`src/rtl/core/acex_pkg.sv`:
```
`timescale 1ns / 1ps
package acex_pkg;

	typedef enum logic [5:0] {
		OP_ADC = 6'd0, OP_SBC = 6'd1, OP_AND = 6'd2, OP_ORA = 6'd3, OP_EOR = 6'd4,
		OP_ASL = 6'd5, OP_LSR = 6'd6, OP_ROL = 6'd7, OP_ROR = 6'd8, OP_CMP = 6'd9,
		OP_CPX = 6'd10, OP_CPY = 6'd11, OP_BIT = 6'd12, OP_BCC = 6'd13, OP_BCS = 6'd14,
		OP_BEQ = 6'd15, OP_BNE = 6'd16, OP_BMI = 6'd17, OP_BPL = 6'd18, OP_BVC = 6'd19,
		OP_BVS = 6'd20, OP_JMP = 6'd21, OP_JSR = 6'd22, OP_RTS = 6'd23, OP_RTI = 6'd24,
		OP_BRK = 6'd25, OP_LDA = 6'd26, OP_LDX = 6'd27, OP_LDY = 6'd28, OP_STA = 6'd29,
		OP_STX = 6'd30, OP_STY = 6'd31, OP_INC = 6'd32, OP_DEC = 6'd33, OP_INX = 6'd34,
		OP_DEX = 6'd35, OP_INY = 6'd36, OP_DEY = 6'd37, OP_TAX = 6'd38, OP_TAY = 6'd39,
		OP_TXA = 6'd40, OP_TYA = 6'd41, OP_TSX = 6'd42, OP_TXS = 6'd43, OP_PHA = 6'd44,
		OP_PLA = 6'd45, OP_PHP = 6'd46, OP_PLP = 6'd47, OP_CLC = 6'd48, OP_SEC = 6'd49,
		OP_CLI = 6'd50, OP_SEI = 6'd51, OP_CLV = 6'd52, OP_CLD = 6'd53, OP_SED = 6'd54,
		OP_NOP = 6'd55
	} op_t;

	// stack access classes
	typedef enum logic [2:0] {
		SK_NONE = 3'd0, SK_PUSH1 = 3'd1, SK_PULL1 = 3'd2, SK_JSR = 3'd3,
		SK_RTS = 3'd4, SK_RTI = 3'd5, SK_BRK = 3'd6
	} stk_t;

	typedef enum logic [1:0] {
		EX_IDLE = 2'd0, EX_STEP1 = 2'd1, EX_STEP2 = 2'd2, EX_STEP3 = 2'd3
	} ex_state_t;

	localparam logic [7:0] FLAG_C = 8'h01;
	localparam logic [7:0] FLAG_Z = 8'h02;
	localparam logic [7:0] FLAG_I = 8'h04;
	localparam logic [7:0] FLAG_D = 8'h08;
	localparam logic [7:0] FLAG_B = 8'h10;
	localparam logic [7:0] FLAG_U = 8'h20;
	localparam logic [7:0] FLAG_V = 8'h40;
	localparam logic [7:0] FLAG_N = 8'h80;
	localparam logic [7:0] PULL_MASK = 8'hCF;
	localparam logic [7:0] SP_RESET = 8'hFD;
	localparam logic [7:0] P_RESET = 8'h24;

	typedef struct packed {
		logic [5:0]  op;
		logic [7:0]  operand;
		logic        on_acc;
		logic [15:0] jump_target;
		logic [15:0] pc;
	} req_t;

	typedef struct packed {
		req_t req;
		stk_t stk;
	} cls_t;

	typedef struct packed {
		logic [15:0] next_pc;
		logic        write_enable;
		logic [7:0]  write_data;
		logic [7:0]  acc_value;
		logic [7:0]  x_value;
		logic [7:0]  y_value;
		logic [7:0]  sp_value;
		logic [7:0]  status_value;
	} rsp_t;

	localparam int QDEPTH = 2;

endpackage

```
`src/rtl/core/acex_if.sv`:
```
`timescale 1ns / 1ps
interface acex_req_if;
	import acex_pkg::*;
	logic valid;
	logic ready;
	logic [5:0]  req_type;
	logic [7:0]  operand;
	logic        on_accumulator;
	logic [15:0] jump_target;
	logic [15:0] pc_after_fetch;
	modport source (output valid, req_type, operand, on_accumulator, jump_target,
		pc_after_fetch, input ready);
	modport sink (input valid, req_type, operand, on_accumulator, jump_target,
		pc_after_fetch, output ready);
endinterface

interface acex_rsp_if;
	logic valid;
	logic ready;
	logic [15:0] next_pc;
	logic        write_enable;
	logic [7:0]  write_data;
	logic [7:0]  acc_value;
	logic [7:0]  x_value;
	logic [7:0]  y_value;
	logic [7:0]  sp_value;
	logic [7:0]  status_value;
	modport source (output valid, next_pc, write_enable, write_data, acc_value, x_value,
		y_value, sp_value, status_value, input ready);
	modport sink (input valid, next_pc, write_enable, write_data, acc_value, x_value,
		y_value, sp_value, status_value, output ready);
endinterface

```
`src/rtl/core/acex_front.sv`:
```
`timescale 1ns / 1ps
module acex_front (
	input  logic            clk,
	input  logic            arst_n,
	acex_req_if.sink        req,
	output acex_pkg::cls_t  q_data,
	output logic            q_valid,
	input  logic            q_pop
);
	import acex_pkg::*;

	cls_t            mem_q [QDEPTH];
	logic            wr_ptr_q;
	logic            rd_ptr_q;
	logic [1:0]      cnt_q;
	cls_t            cls;
	logic            push;

	always_comb begin
		cls.req.op          = req.req_type;
		cls.req.operand     = req.operand;
		cls.req.on_acc      = req.on_accumulator;
		cls.req.jump_target = req.jump_target;
		cls.req.pc          = req.pc_after_fetch;
		unique case (req.req_type)
			OP_PHA, OP_PHP: cls.stk = SK_PUSH1;
			OP_PLA, OP_PLP: cls.stk = SK_PULL1;
			OP_JSR:         cls.stk = SK_JSR;
			OP_RTS:         cls.stk = SK_RTS;
			OP_RTI:         cls.stk = SK_RTI;
			OP_BRK:         cls.stk = SK_BRK;
			default:        cls.stk = SK_NONE;
		endcase
	end

	assign req.ready = (cnt_q != 2'(QDEPTH));
	assign push      = req.valid && req.ready;
	assign q_valid   = (cnt_q != 2'd0);
	assign q_data    = mem_q[rd_ptr_q];

	always_ff @(posedge clk) begin
		if (push) mem_q[wr_ptr_q] <= cls;
	end

	always_ff @(posedge clk or negedge arst_n) begin
		if (!arst_n) begin
			wr_ptr_q <= 1'b0;
			rd_ptr_q <= 1'b0;
			cnt_q    <= 2'd0;
		end else begin
			if (push) wr_ptr_q <= ~wr_ptr_q;
			if (q_pop) rd_ptr_q <= ~rd_ptr_q;
			cnt_q <= cnt_q + 2'(push) - 2'(q_pop);
		end
	end

	a_no_pop_empty: assert property (@(posedge clk) disable iff (!arst_n)
		q_pop |-> q_valid) else $error("pop from empty queue");
	a_cnt_range: assert property (@(posedge clk) disable iff (!arst_n)
		cnt_q <= 2'(QDEPTH)) else $error("queue overflow");
	a_cnt_track: assert property (@(posedge clk) disable iff (!arst_n)
		(push && !q_pop) |=> cnt_q == $past(cnt_q) + 2'd1) else $error("count slip");
endmodule

```
`src/rtl/core/acex_back.sv`:
```
`timescale 1ns / 1ps
module acex_back (
	input  logic            clk,
	input  logic            arst_n,
	input  logic            cfg_we,
	input  logic [15:0]     cfg_wdata,
	input  acex_pkg::cls_t  q_data,
	input  logic            q_valid,
	output logic            q_pop,
	acex_rsp_if.source      rsp
);
	import acex_pkg::*;

	logic [7:0]  stack_q [256];
	logic [7:0]  a_q, x_q, y_q, sp_q, p_q;
	logic [15:0] brk_vec_q;
	ex_state_t   state_q, state_d;
	logic [7:0]  rd_s1;
	logic [7:0]  lo_q;
	logic        out_valid_q;
	rsp_t        out_q;

	// stack port control
	logic        st_we;
	logic [7:0]  st_waddr, st_wdata, st_raddr;
	logic        st_re;

	// single-step outcome
	logic [7:0]  a_n, x_n, y_n, sp_n, p_n, wd, v, m, sum8, diff;
	logic [8:0]  sum;
	logic [15:0] npc, tpc, off;
	logic        we, take, cin, fin, out_free;
	logic [7:0]  cmp_reg;

	assign out_free = !out_valid_q || rsp.ready;
	assign m = q_data.req.operand;

	always_ff @(posedge clk) begin
		if (st_we) stack_q[st_waddr] <= st_wdata;
		if (st_re) rd_s1 <= stack_q[st_raddr];
	end

	always_comb begin
		state_d  = state_q;
		st_we    = 1'b0; st_waddr = sp_q; st_wdata = a_q;
		st_re    = 1'b0; st_raddr = sp_q + 8'd1;
		a_n = a_q; x_n = x_q; y_n = y_q; sp_n = sp_q; p_n = p_q;
		we = 1'b0; wd = 8'd0; take = 1'b0; npc = q_data.req.pc;
		fin = 1'b0; v = 8'd0; sum = 9'd0; sum8 = 8'd0; diff = 8'd0; cin = 1'b0;
		cmp_reg = a_q; tpc = 16'd0;
		off = {{8{m[7]}}, m};
		unique case (state_q)
			EX_IDLE: begin
				if (q_valid && out_free) begin
					case (q_data.stk)
						SK_NONE: fin = 1'b1;
						SK_PUSH1: begin
							st_we = 1'b1;
							st_wdata = (q_data.req.op == OP_PHA) ? a_q : (p_q | FLAG_B | FLAG_U);
							sp_n = sp_q - 8'd1; fin = 1'b1;
						end
						SK_PULL1, SK_RTS, SK_RTI: begin
							st_re = 1'b1; sp_n = sp_q + 8'd1; state_d = EX_STEP1;
						end
						SK_JSR: begin
							tpc = q_data.req.pc - 16'd1;
							st_we = 1'b1; st_wdata = tpc[15:8];
							sp_n = sp_q - 8'd1; state_d = EX_STEP1;
						end
						SK_BRK: begin
							tpc = q_data.req.pc + 16'd1;
							st_we = 1'b1; st_wdata = tpc[15:8];
							sp_n = sp_q - 8'd1; state_d = EX_STEP1;
						end
						default: fin = 1'b1;
					endcase
					if (fin) begin
						unique case (q_data.req.op) inside
							OP_ADC, OP_SBC: begin
								v = (q_data.req.op == OP_SBC) ? ~m : m;
								sum = {1'b0, a_q} + {1'b0, v} + {8'd0, p_q[0]};
								sum8 = sum[7:0];
								a_n = sum8;
								p_n[0] = sum[8];
								p_n[6] = ((a_q ^ sum8) & (v ^ sum8) & 8'h80) != 8'd0;
								v = sum8;
							end
							OP_AND: begin a_n = a_q & m; v = a_n; end
							OP_ORA: begin a_n = a_q | m; v = a_n; end
							OP_EOR: begin a_n = a_q ^ m; v = a_n; end
							OP_ASL, OP_LSR, OP_ROL, OP_ROR, OP_INC, OP_DEC: begin
								v = q_data.req.on_acc ? a_q : m;
								cin = p_q[0];
								case (q_data.req.op)
									OP_ASL: begin p_n[0] = v[7]; v = {v[6:0], 1'b0}; end
									OP_LSR: begin p_n[0] = v[0]; v = {1'b0, v[7:1]}; end
									OP_ROL: begin p_n[0] = v[7]; v = {v[6:0], cin}; end
									OP_ROR: begin p_n[0] = v[0]; v = {cin, v[7:1]}; end
									OP_INC: v = v + 8'd1;
									default: v = v - 8'd1;
								endcase
								if (q_data.req.on_acc) a_n = v;
								else begin we = 1'b1; wd = v; end
							end
							OP_CMP, OP_CPX, OP_CPY: begin
								cmp_reg = (q_data.req.op == OP_CMP) ? a_q :
									(q_data.req.op == OP_CPX) ? x_q : y_q;
								diff = cmp_reg - m;
								p_n[1] = cmp_reg == m;
								p_n[0] = cmp_reg >= m;
								p_n[7] = diff[7];
							end
							OP_BIT: begin
								p_n[1] = (a_q & m) == 8'd0;
								p_n[7] = m[7]; p_n[6] = m[6];
							end
							OP_BCC: take = !p_q[0];
							OP_BCS: take = p_q[0];
							OP_BEQ: take = p_q[1];
							OP_BNE: take = !p_q[1];
							OP_BMI: take = p_q[7];
							OP_BPL: take = !p_q[7];
							OP_BVC: take = !p_q[6];
							OP_BVS: take = p_q[6];
							OP_JMP: npc = q_data.req.jump_target;
							OP_LDA: begin a_n = m; v = m; end
							OP_LDX: begin x_n = m; v = m; end
							OP_LDY: begin y_n = m; v = m; end
							OP_STA: begin we = 1'b1; wd = a_q; end
							OP_STX: begin we = 1'b1; wd = x_q; end
							OP_STY: begin we = 1'b1; wd = y_q; end
							OP_INX: begin x_n = x_q + 8'd1; v = x_n; end
							OP_DEX: begin x_n = x_q - 8'd1; v = x_n; end
							OP_INY: begin y_n = y_q + 8'd1; v = y_n; end
							OP_DEY: begin y_n = y_q - 8'd1; v = y_n; end
							OP_TAX: begin x_n = a_q; v = a_q; end
							OP_TAY: begin y_n = a_q; v = a_q; end
							OP_TXA: begin a_n = x_q; v = x_q; end
							OP_TYA: begin a_n = y_q; v = y_q; end
							OP_TSX: begin x_n = sp_q; v = sp_q; end
							OP_TXS: sp_n = x_q;
							OP_CLC: p_n[0] = 1'b0;
							OP_SEC: p_n[0] = 1'b1;
							OP_CLI: p_n[2] = 1'b0;
							OP_SEI: p_n[2] = 1'b1;
							OP_CLV: p_n[6] = 1'b0;
							OP_CLD: p_n[3] = 1'b0;
							OP_SED: p_n[3] = 1'b1;
							default: ;
						endcase
						if (q_data.req.op inside {OP_ADC, OP_SBC, OP_AND, OP_ORA, OP_EOR,
							OP_ASL, OP_LSR, OP_ROL, OP_ROR, OP_INC, OP_DEC, OP_LDA, OP_LDX,
							OP_LDY, OP_INX, OP_DEX, OP_INY, OP_DEY, OP_TAX, OP_TAY, OP_TXA,
							OP_TYA, OP_TSX}) begin
							p_n[1] = v == 8'd0;
							p_n[7] = v[7];
						end
						if (take) npc = q_data.req.pc + off;
					end
				end
			end
			EX_STEP1: begin
				case (q_data.stk)
					SK_PULL1: begin
						fin = 1'b1;
						if (q_data.req.op == OP_PLA) begin
							a_n = rd_s1; p_n[1] = rd_s1 == 8'd0; p_n[7] = rd_s1[7];
						end else p_n = (rd_s1 & PULL_MASK) | FLAG_U;
					end
					SK_RTS, SK_RTI: begin
						if (q_data.stk == SK_RTI) p_n = (rd_s1 & PULL_MASK) | FLAG_U;
						st_re = 1'b1; sp_n = sp_q + 8'd1; state_d = EX_STEP2;
					end
					SK_JSR: begin
						tpc = q_data.req.pc - 16'd1;
						st_we = 1'b1; st_wdata = tpc[7:0]; sp_n = sp_q - 8'd1;
						npc = q_data.req.jump_target; fin = 1'b1;
					end
					default: begin
						tpc = q_data.req.pc + 16'd1;
						st_we = 1'b1; st_wdata = tpc[7:0]; sp_n = sp_q - 8'd1;
						state_d = EX_STEP2;
					end
				endcase
			end
			EX_STEP2: begin
				case (q_data.stk)
					SK_RTS: begin
						npc = {rd_s1, lo_q} + 16'd1; fin = 1'b1;
					end
					SK_RTI: begin
						st_re = 1'b1; sp_n = sp_q + 8'd1; state_d = EX_STEP3;
					end
					default: begin
						st_we = 1'b1; st_wdata = p_q | FLAG_B | FLAG_U;
						sp_n = sp_q - 8'd1; p_n = p_q | FLAG_I;
						npc = brk_vec_q; fin = 1'b1;
					end
				endcase
			end
			EX_STEP3: begin
				npc = {rd_s1, lo_q}; fin = 1'b1;
			end
		endcase
		if (fin) state_d = EX_IDLE;
	end

	always_ff @(posedge clk or negedge arst_n) begin
		if (!arst_n) begin
			a_q <= 8'd0; x_q <= 8'd0; y_q <= 8'd0; sp_q <= SP_RESET; p_q <= P_RESET;
			brk_vec_q <= 16'd0; state_q <= EX_IDLE; out_valid_q <= 1'b0;
		end else begin
			if (cfg_we) brk_vec_q <= cfg_wdata;
			if (fin) out_valid_q <= 1'b1;
			else if (rsp.ready) out_valid_q <= 1'b0;
			a_q <= a_n; x_q <= x_n; y_q <= y_n; sp_q <= sp_n; p_q <= p_n;
			state_q <= state_d;
		end
	end

	// low byte of the return address
	always_ff @(posedge clk) begin
		if ((state_q == EX_STEP1 && q_data.stk == SK_RTS) ||
			(state_q == EX_STEP2 && q_data.stk == SK_RTI)) lo_q <= rd_s1;
		if (fin) begin
			out_q.next_pc <= npc; out_q.write_enable <= we; out_q.write_data <= wd;
			out_q.acc_value <= a_n; out_q.x_value <= x_n; out_q.y_value <= y_n;
			out_q.sp_value <= sp_n; out_q.status_value <= p_n;
		end
	end

	assign q_pop = fin;

	assign rsp.valid        = out_valid_q;
	assign rsp.next_pc      = out_q.next_pc;
	assign rsp.write_enable = out_q.write_enable;
	assign rsp.write_data   = out_q.write_data;
	assign rsp.acc_value    = out_q.acc_value;
	assign rsp.x_value      = out_q.x_value;
	assign rsp.y_value      = out_q.y_value;
	assign rsp.sp_value     = out_q.sp_value;
	assign rsp.status_value = out_q.status_value;

	a_fin_room: assert property (@(posedge clk) disable iff (!arst_n)
		q_pop |-> q_valid) else $error("finish without queued item");
	a_u_bit: assert property (@(posedge clk) disable iff (!arst_n)
		p_q[5]) else $error("unused status bit cleared");
	a_no_overwrite: assert property (@(posedge clk) disable iff (!arst_n)
		(out_valid_q && !rsp.ready) |=> $stable(out_q)) else $error("result lost");
endmodule

```
`src/rtl/core/accumulator_cpu_execute_unit_top.sv`:
```
`timescale 1ns / 1ps
// 6502 execute unit, binary mode
// req channel: one fetched instruction per transfer (req_type, operand,
//   on_accumulator, jump_target, pc_after_fetch)
// rsp channel: one result per instruction (next pc, optional memory write,
//   A, X, Y, SP and status after execution)
// cfg_we/cfg_wdata load the break vector used by brk
// a two-entry queue separates the accepting front from the executing back,
// so new requests are taken while a result waits on the output register
// plain instructions and pha/php finish in EX_IDLE; pla/plp/jsr also pass
//   EX_STEP1, rts and brk EX_STEP1 and EX_STEP2, rti EX_STEP1 to EX_STEP3
// throughput: one instruction per cycle for plain instructions and pha/php
//   while the receiver takes results; the multi-step ones hold the back end
//   due to the one write and one registered read port of the stack page
// reset clears A, X, Y, sets SP to fd and status to 24, break vector to 0;
//   the stack page holds no defined value until written
// a stalled receiver holds the result; the queue fills and req.ready drops
module accumulator_cpu_execute_unit_top (
	input  logic        clk,
	input  logic        arst_n,
	input  logic        cfg_we,
	input  logic [15:0] cfg_wdata,
	acex_req_if.sink    req,
	acex_rsp_if.source  rsp
);
	import acex_pkg::*;

	cls_t q_data;
	logic q_valid;
	logic q_pop;

	acex_front u_front (
		.clk(clk), .arst_n(arst_n), .req(req),
		.q_data(q_data), .q_valid(q_valid), .q_pop(q_pop)
	);

	acex_back u_back (
		.clk(clk), .arst_n(arst_n), .cfg_we(cfg_we), .cfg_wdata(cfg_wdata),
		.q_data(q_data), .q_valid(q_valid), .q_pop(q_pop), .rsp(rsp)
	);
endmodule
```
`src/flat_wrapper.sv`:
```
// flat-port wrapper written by rule: the top's interface ports become plain ports
module accumulator_cpu_execute_unit_top_flat import acex_pkg::*;
  (clk, arst_n, cfg_we, cfg_wdata, req_valid, req_req_type, req_operand, req_on_accumulator, req_jump_target, req_pc_after_fetch, req_ready, rsp_valid, rsp_next_pc, rsp_write_enable, rsp_write_data, rsp_acc_value, rsp_x_value, rsp_y_value, rsp_sp_value, rsp_status_value, rsp_ready);
  acex_req_if req_i ();
  acex_rsp_if rsp_i ();
  input  logic clk;
  input  logic arst_n;
  input  logic cfg_we;
  input  logic [15:0] cfg_wdata;
  input wire logic [$bits(req_i.valid)-1:0] req_valid;
  input wire logic [$bits(req_i.req_type)-1:0] req_req_type;
  input wire logic [$bits(req_i.operand)-1:0] req_operand;
  input wire logic [$bits(req_i.on_accumulator)-1:0] req_on_accumulator;
  input wire logic [$bits(req_i.jump_target)-1:0] req_jump_target;
  input wire logic [$bits(req_i.pc_after_fetch)-1:0] req_pc_after_fetch;
  output wire logic [$bits(req_i.ready)-1:0] req_ready;
  output wire logic [$bits(rsp_i.valid)-1:0] rsp_valid;
  output wire logic [$bits(rsp_i.next_pc)-1:0] rsp_next_pc;
  output wire logic [$bits(rsp_i.write_enable)-1:0] rsp_write_enable;
  output wire logic [$bits(rsp_i.write_data)-1:0] rsp_write_data;
  output wire logic [$bits(rsp_i.acc_value)-1:0] rsp_acc_value;
  output wire logic [$bits(rsp_i.x_value)-1:0] rsp_x_value;
  output wire logic [$bits(rsp_i.y_value)-1:0] rsp_y_value;
  output wire logic [$bits(rsp_i.sp_value)-1:0] rsp_sp_value;
  output wire logic [$bits(rsp_i.status_value)-1:0] rsp_status_value;
  input wire logic [$bits(rsp_i.ready)-1:0] rsp_ready;
  assign req_i.valid = req_valid;
  assign req_i.req_type = req_req_type;
  assign req_i.operand = req_operand;
  assign req_i.on_accumulator = req_on_accumulator;
  assign req_i.jump_target = req_jump_target;
  assign req_i.pc_after_fetch = req_pc_after_fetch;
  assign req_ready = req_i.ready;
  assign rsp_valid = rsp_i.valid;
  assign rsp_next_pc = rsp_i.next_pc;
  assign rsp_write_enable = rsp_i.write_enable;
  assign rsp_write_data = rsp_i.write_data;
  assign rsp_acc_value = rsp_i.acc_value;
  assign rsp_x_value = rsp_i.x_value;
  assign rsp_y_value = rsp_i.y_value;
  assign rsp_sp_value = rsp_i.sp_value;
  assign rsp_status_value = rsp_i.status_value;
  assign rsp_i.ready = rsp_ready;
  accumulator_cpu_execute_unit_top u_core (.clk(clk), .arst_n(arst_n), .cfg_we(cfg_we), .cfg_wdata(cfg_wdata), .req(req_i), .rsp(rsp_i));
endmodule
```
`config.mk`:
```
export PLATFORM = sky130hd
export DESIGN_NAME = accumulator_cpu_execute_unit_top_flat
export DESIGN_NICKNAME = d
export VERILOG_FILES = /design/src/rtl/core/acex_pkg.sv /design/src/rtl/core/acex_if.sv /design/src/rtl/core/acex_front.sv /design/src/rtl/core/acex_back.sv /design/src/rtl/core/accumulator_cpu_execute_unit_top.sv /design/src/flat_wrapper.sv
export SDC_FILE = /design/constraint.sdc
export NUM_CORES = 2
export LEC_CHECK = 0
export BUFFER_PORTS_ARGS = -buffer_cell sky130_fd_sc_hd__buf_4
export CORE_ASPECT_RATIO = 2
export CORE_MARGIN = 2
export CORE_UTILIZATION = 55
export DETAILED_ROUTE_END_ITERATION = 10
export PLACE_DENSITY = 0.79
export SYNTH_ARGS = -nofsm -noshare
export SYNTH_HDL_FRONTEND = slang
export SYNTH_SLANG_ARGS = --single-unit
```
`constraint.sdc`:
```
create_clock -name clk -period 21.3 [get_ports clk]
set_clock_uncertainty 0.15 [all_clocks]
set_input_delay 3.195 -clock clk [delete_from_list [all_inputs] [get_ports clk]]
set_output_delay 3.195 -clock clk [all_outputs]
set_load 0.02 [all_outputs]
```
Yosys cells after proc, flatten, opt, wreduce, memory -nomap -nowiden
Memory sizes are Yosys's and may differ from the RTL's. A register that Yosys moved wholly into a read port is not among the register bits.
Index checks and enable logic that the tools add are counted.
- flip-flop bits (word level): 136
- memory bits (writable): 2148
- input port bits: 68
- word-level logic and storage cells: 261
- memories kept: 2
- $add $sub $neg: 17
- magnitude comparators: 1
- equality and inequality tests: 71
- multiplexer cells: 104
- bitwise gates (word level): 9
- reductions and logical operators: 37
- memory list (name ; words ; width ; rd ports ; clocked after Yosys merged registers in ; wr ports ; RTL line ; RTL):
    u_core.u_back.stack_q ; 256 ; 8 ; 1 ; 1 ; 1 ; acex_back.sv:14 ; logic [7:0] stack_q [256];
    u_core.u_front.mem_q ; 2 ; 50 ; 1 ; 0 ; 1 ; acex_front.sv:12 ; cls_t mem_q [QDEPTH];
- operator list (cell ; number):
    $mux W8 ; 26
    $eq A6 B6 Y1 const B ; 25
    $pmux W8 S14 ; 1
    $eq A6 B5 Y1 const B ; 16
    $pmux W8 S2 ; 6
    $mux W16 ; 5
    $pmux W8 S5 ; 2
    $pmux W8 S3 ; 3
    $pmux W16 S4 ; 1
    $pmux W8 S4 ; 2
    $pmux W8 S8 ; 1
    $eq A6 B4 Y1 const B ; 8
    $add A16 B1 Y16 const B ; 2
    $add A8 B1 Y8 const B ; 4
    $pmux W16 S2 ; 1
    $sub A8 B1 Y8 const B ; 4
    $mux W1 ; 28
    $eq A6 B3 Y1 const B ; 4
    $logic_not A8 Y1 ; 3
    $xor A8 B8 Y8 ; 3
    $reduce_bool A23 Y1 ; 1
    $pmux W3 S6 ; 1
    $add A16 B16 Y16 ; 1
    $and A8 B8 Y8 ; 2
    other kinds (45) ; 89

Depth between registers and ports, before layout
An unclocked memory read counts as a cell.
- word-level depth: 14
- gate-level depth with buffers: 21
- gate-level depth less buffers: 16

By module
A second synthesis with hierarchy kept.
- cell total of the unflattened synthesis: 5658
- area, all modules: 97213.2 um^2
- by module, submodules not included (module ; instances ; cells each ; area an instance (um^2) ; seq. area each (um^2)):
    acex_back ; 1 ; 5474 ; 93110.6 ; 65419.0
    acex_front ; 1 ; 184 ; 4102.7 ; 3103.0

Least setup slack after synthesis
OpenSTA, ideal clock, no wires.
- path type: in2reg
- from: input port rsp_ready
- to: memory u_core.u_back.stack_q[0][5] (data pin)
- library setup time: 2309 ps
- arrival time: 14416 ps
- required time: 18841 ps
- setup slack: 4425 ps
- stages on the path: 6
- buffers on the path: 0
- cells stage by stage: nand2b_1 o21ai_0 nor2_1 o21ai_0 a2bb2oi_1 a221oi_1
- word-level cells in the longest chain between the ends: 4
- RTL lines (element ; RTL line ; RTL):
    start: declaration ; flat_wrapper.sv:26 ; input wire logic [$bits(rsp_i.ready)-1:0] rsp_ready;
    $logic_or A1 B1 Y1 ; acex_back.sv:35 ; assign out_free = !out_valid_q || rsp.ready;
    $logic_and A1 B1 Y1 ; acex_back.sv:54 ; if (q_valid && out_free) begin
    $mux W8 ; acex_back.sv:54 ;
    $pmux W8 S3 ; acex_back.sv:52 ; unique case (state_q)
    named net u_core.u_back.st_wdata[5] ; acex_back.sv:25 ; logic [7:0] st_waddr, st_wdata, st_raddr;
    end: declaration ; acex_back.sv:14 ;
The timed path passes the listed nets, and every way through them passes these cells.

Final worst setup path
- from: register u_core.u_front.rd_ptr_q
- to: memory u_core.u_back.stack_q[173][3] (data pin)
- word-level cells in the longest chain between the ends: 6
- elaborated cells on any way between the ends: 18
- those cells by class: add/sub: 2; eq/ne: 7; mux: 6; reduce/logical: 2; memory: 1
- RTL lines (element ; RTL line ; RTL):
    start: declaration ; acex_front.sv:14 ; logic rd_ptr_q;
    start signal: assignment ; acex_front.sv:52 ; if (q_pop) rd_ptr_q <= ~rd_ptr_q;
    $mem_v2 Z2 W50 * ; -- ;
    branches (longest 4 deep; another with $add A16 B1 Y16) ; -- ;
    $pmux W8 S3 * ; acex_back.sv:52 ;
    named net u_core.u_back.st_wdata[3] ; acex_back.sv:25 ;
Mark *: on every way through the listed nets, which the timed path passes.

==> results summary <==
TritonCTS built the clock tree. The flow ran to the end, and the final reports show no timing, DRC or antenna violations. After detailed placement, the total cell area comes to just over 100000 um^2. The upper clock frequency limit came out at 0.132 GHz. The DRC violation count after routing came out at 0. The internal power consumption is 11.3 mW.

In the layout the commonest cells are 2229 x edfxtp_1, 640 x mux4_2, 426 x nor2_1. Buffers inserted to repair hold after CTS numbered 0. The final hold slack is 0.339 ns. The timing startpoint of the critical path is u_core.u_front.rd_ptr_q. The routed length on met2 came out at 154000 um. The global router's overall resource usage is 0.343.

The source of the worst hold timing path is u_core.u_back.p_q[4]. Detailed routing placed a total of 25900 um of wire on met3. The net switching power figure is 7.44 mW. The setup TNS came out at 0 ns. The largest driver fanout on the critical path came out at 91. The data arrival time of the critical path is 7.94 ns. Dividing the detail-routed wire length by the instance count gives 38.5 um. The fraction of synthesis flops using an asynchronous set or reset pin came out at 0.0275. The floorplan step defined a die boundary enclosing between 150000 and 200000 um^2. The number of failing hold endpoints at the final stage is 0.

The initial antenna violation count was 15. The first routing iteration left between 7000 and 8000 violations. The worst hold-check path type is reg2reg.

The mean number of vias per cell is 7.08. Setup repair after global routing left no endpoint under its margin. The reported leakage power is between 30 and 40 nW.

The clock reaches the later pin of the worst-skew pair after 0.86 ns. The smallest clock period supported by the final layout is computed as 7.60 ns. The H-tree was split into 4 levels.

The total global routing overflow is 0. The total number of placement rows came out at 217. From left edge to right edge, the die measures 301 um.

Entering global routing, the biggest net connects 186 pins. The netlist uses 94 different library cells. The final cell area excluding filler cells came out at 107000 um^2. The hold path depth came out at 1. The worst register-to-register path begins at u_core.u_front.rd_ptr_q. The worst setup path category is reg2reg. The area of the core region is 175000 um^2.

Across all layers, the routed design uses 56000 vias. The quantity of gates resized following cts came out at 0. Dividing the final minimum period by the clock period gives 0.357. Once detailed placement completed, the half-perimeter wirelength came to 192000 um. The count of buffers inserted at the top-level ports came out at 134. The number of CTS-inserted buffers came out at 186.

The cell sitting at the root of the clock tree is a clkbuf_16. The clock network fraction of design power came out at 0.192. The tool flagged a number of max-cap violations equal to 0. The routed design has 305000 um of wire. The fraction of power spent switching nets came out at 0.397. The worst setup path is launched from a register.

The slew at the pin closest to its max-slew limit is 1.44 ns. The clock transition time at the flip-flop clock pins of the worst setup and hold paths came out at 0.07 ns. The routed length on met1 is 87100 um. In this run, synthesis produced a sequential element count of 2292.

The data required time at the worst endpoint is 21.64 ns. The total setup violations reported at the end of the flow is 0. The number of detailed-route iterations in the first pass is 9. Power spread over the standard cell area amounts to 176 nW/um^2. The initial utilization of the core area, before any placement, comes to 0.553. The global-route wire length before repair is between 400000 and 500000 um. The relative slew slack came out at 0.0394. The congestion estimate from routability-driven global placement came to 1.06.

The portion of total power attributed to sequential cells came out at 0.368. The number of nets in the layout is 5607. The number of pins with negative max-slew slack in the final report came to 0. ~140 I/O pins were placed. After clock tree synthesis, the setup repair step added 0 buffers. In this run the cell area of the synthesized design comes to 96700 um^2. The per-instance average area after synthesis came out at 18.1 um^2. The via count of the first global-routing pass is 57300. The total clock sinks came out at 2292. No sink is reached through more buffers than the 4 on the longest clock path. The number of cells on the worst reg-to-reg path is 12.

The height of the chip is 597 um. The library cell used most frequently in the layout, excluding fill and tap cells, is edfxtp_1. The number of nets produced by synthesis came out at 5475. The number of enable-type register cells in the synthesized netlist is 2229. The area growth from synthesis to layout is 10.4%.

The register area share after synthesis is 0.708. The number of instances in the synthesized netlist came out at 5335. The number of antenna-violating nets in the routed design is 0.

Signal routing reaches up to met5. The total of warnings raised by yosys is 0. The nature of the critical path endpoint is a register. The maximum resistive drop on vdd came out at approximately 0.19 mV.

Of the cells placed in the final design, the portion with a size suffix greater than 1 is 0.233. The proportion of power drawn by combinational gates came out at 0.441. For this run, the leading register cell type out of synthesis is edfxtp_1.
==> cell families after synthesis <==
logic type,synth area share
compound gates,0.0475
xor+xnor,0.00788
fa+ha+maj,0.00955
buf+inv,0.0170
flops,0.708
mux,0.161
simple gates,0.0489
==> final timing paths <==
path / end / slack [ns]
setup / recovery: u_core.u_back.stack_q[173][3] / 13.70
hold / removal: u_core.u_back.p_q[4] / 0.34
setup reg to reg: u_core.u_back.stack_q[173][3] / 13.70
hold reg to reg: u_core.u_back.p_q[4] / 0.34
max in group asynchronous: u_core.u_front.rd_ptr_q / 17.90
min in group asynchronous: u_core.u_back.brk_vec_q[7] / 2.38
==> metrics by stage <==
| step | std cells | total power, mW | worst slack (ns) | util |
|---|---|---|---|---|
| finish | 7916 | 18.7 | 13.70 | 0.611 |
| global route | 7909 | 19.2 | 13.42 | 0.611 |
| CTS | 7907 | 18.6 | 13.93 | 0.611 |
| detailed placement | 7578 | 15.0 | 13.62 | 0.575 |
| global placement | 7578 | 14.8 | 13.65 | 0.575 |
| floorplan | 5335 | 12.3 | 4.42 | - |
==> layout make-up <==
type	instances	area, um^2
Timing Repair Buffer	272	2090
Clock buffer	218	4860
Sequential cell	2292	68500
Inverter	70	263
Multi-Input combinational cell	2645	26900
Antenna cell	9	22.5
Clock inverter	111	1290
Tap cell	2299	2880
Fill cell	11800	68100
==> power groups by stage <==
stage	sequential (mW)	clock, mW	combinational [mW]
2_1_floorplan	7.45	0	4.81
3_3_place_gp	6.96	0	7.86
3_5_place_dp	6.97	0	8.00
4_1_cts	6.88	3.60	8.10
5_1_grt	6.90	3.74	8.53
6_report	6.90	3.59	8.26
==> registers in the layout, summed over array words and instances (netlist names), 16 cells and up <==
register / cells
u_core.u_back.brk_vec_q: 16
u_core.u_back.rsp.next_pc: 16
u_core.u_back.stack_q: 2048
u_core.u_front.mem_q: 100
==> cells in the mapped netlist, types with 15 or more instances <==
library cell,n,area (um^2)
mux2i_1,67,671
ha_1,69,863
edfxtp_1,2229,66900
buf_2,69,345
a221oi_1,54,473
o221ai_1,18,158
o21ai_0,134,671
o21a_1,16,120
a31oi_1,31,194
nand3_1,97,485
o22ai_1,23,144
a211oi_1,15,113
and3_1,30,188
nor3_1,42,210
a32oi_1,16,140
a222oi_1,24,240
a21oi_1,167,836
inv_1,68,255
buf_1,42,158
nand2_1,320,1200
clkbuf_1,207,777
mux2_2,34,383
dfrtp_1,54,1350
nor2_1,428,1610
nand4_1,19,119
nor4_1,15,93.8
xor2_1,24,210
a311oi_1,26,228
xnor2_1,63,552
nand2b_1,18,113
a22oi_1,32,240
mux4_2,640,14400
==> routing by layer <==
layer  vias to the layer above  track usage
li1                      22000            -
met1                     28500        0.347
met2                      4135        0.582
met3                      1381       0.0686
met4                         6        0.330
met5                         -     0.000821
==> critical path, cell delays in order (launching register included) <==
cell     delay, ns
dfrtp_4       0.87
buf_4         0.66
or3b_1        0.59
a22oi_1       0.83
nand2_1       0.54
nor2_1        0.20
a21oi_1       0.12
o21ai_0       0.20
o21ai_0       0.17
a21oi_4       0.17
buf_4         0.79
buf_4         0.94
buf_4         0.79
(Power assumes the default switching activity.)
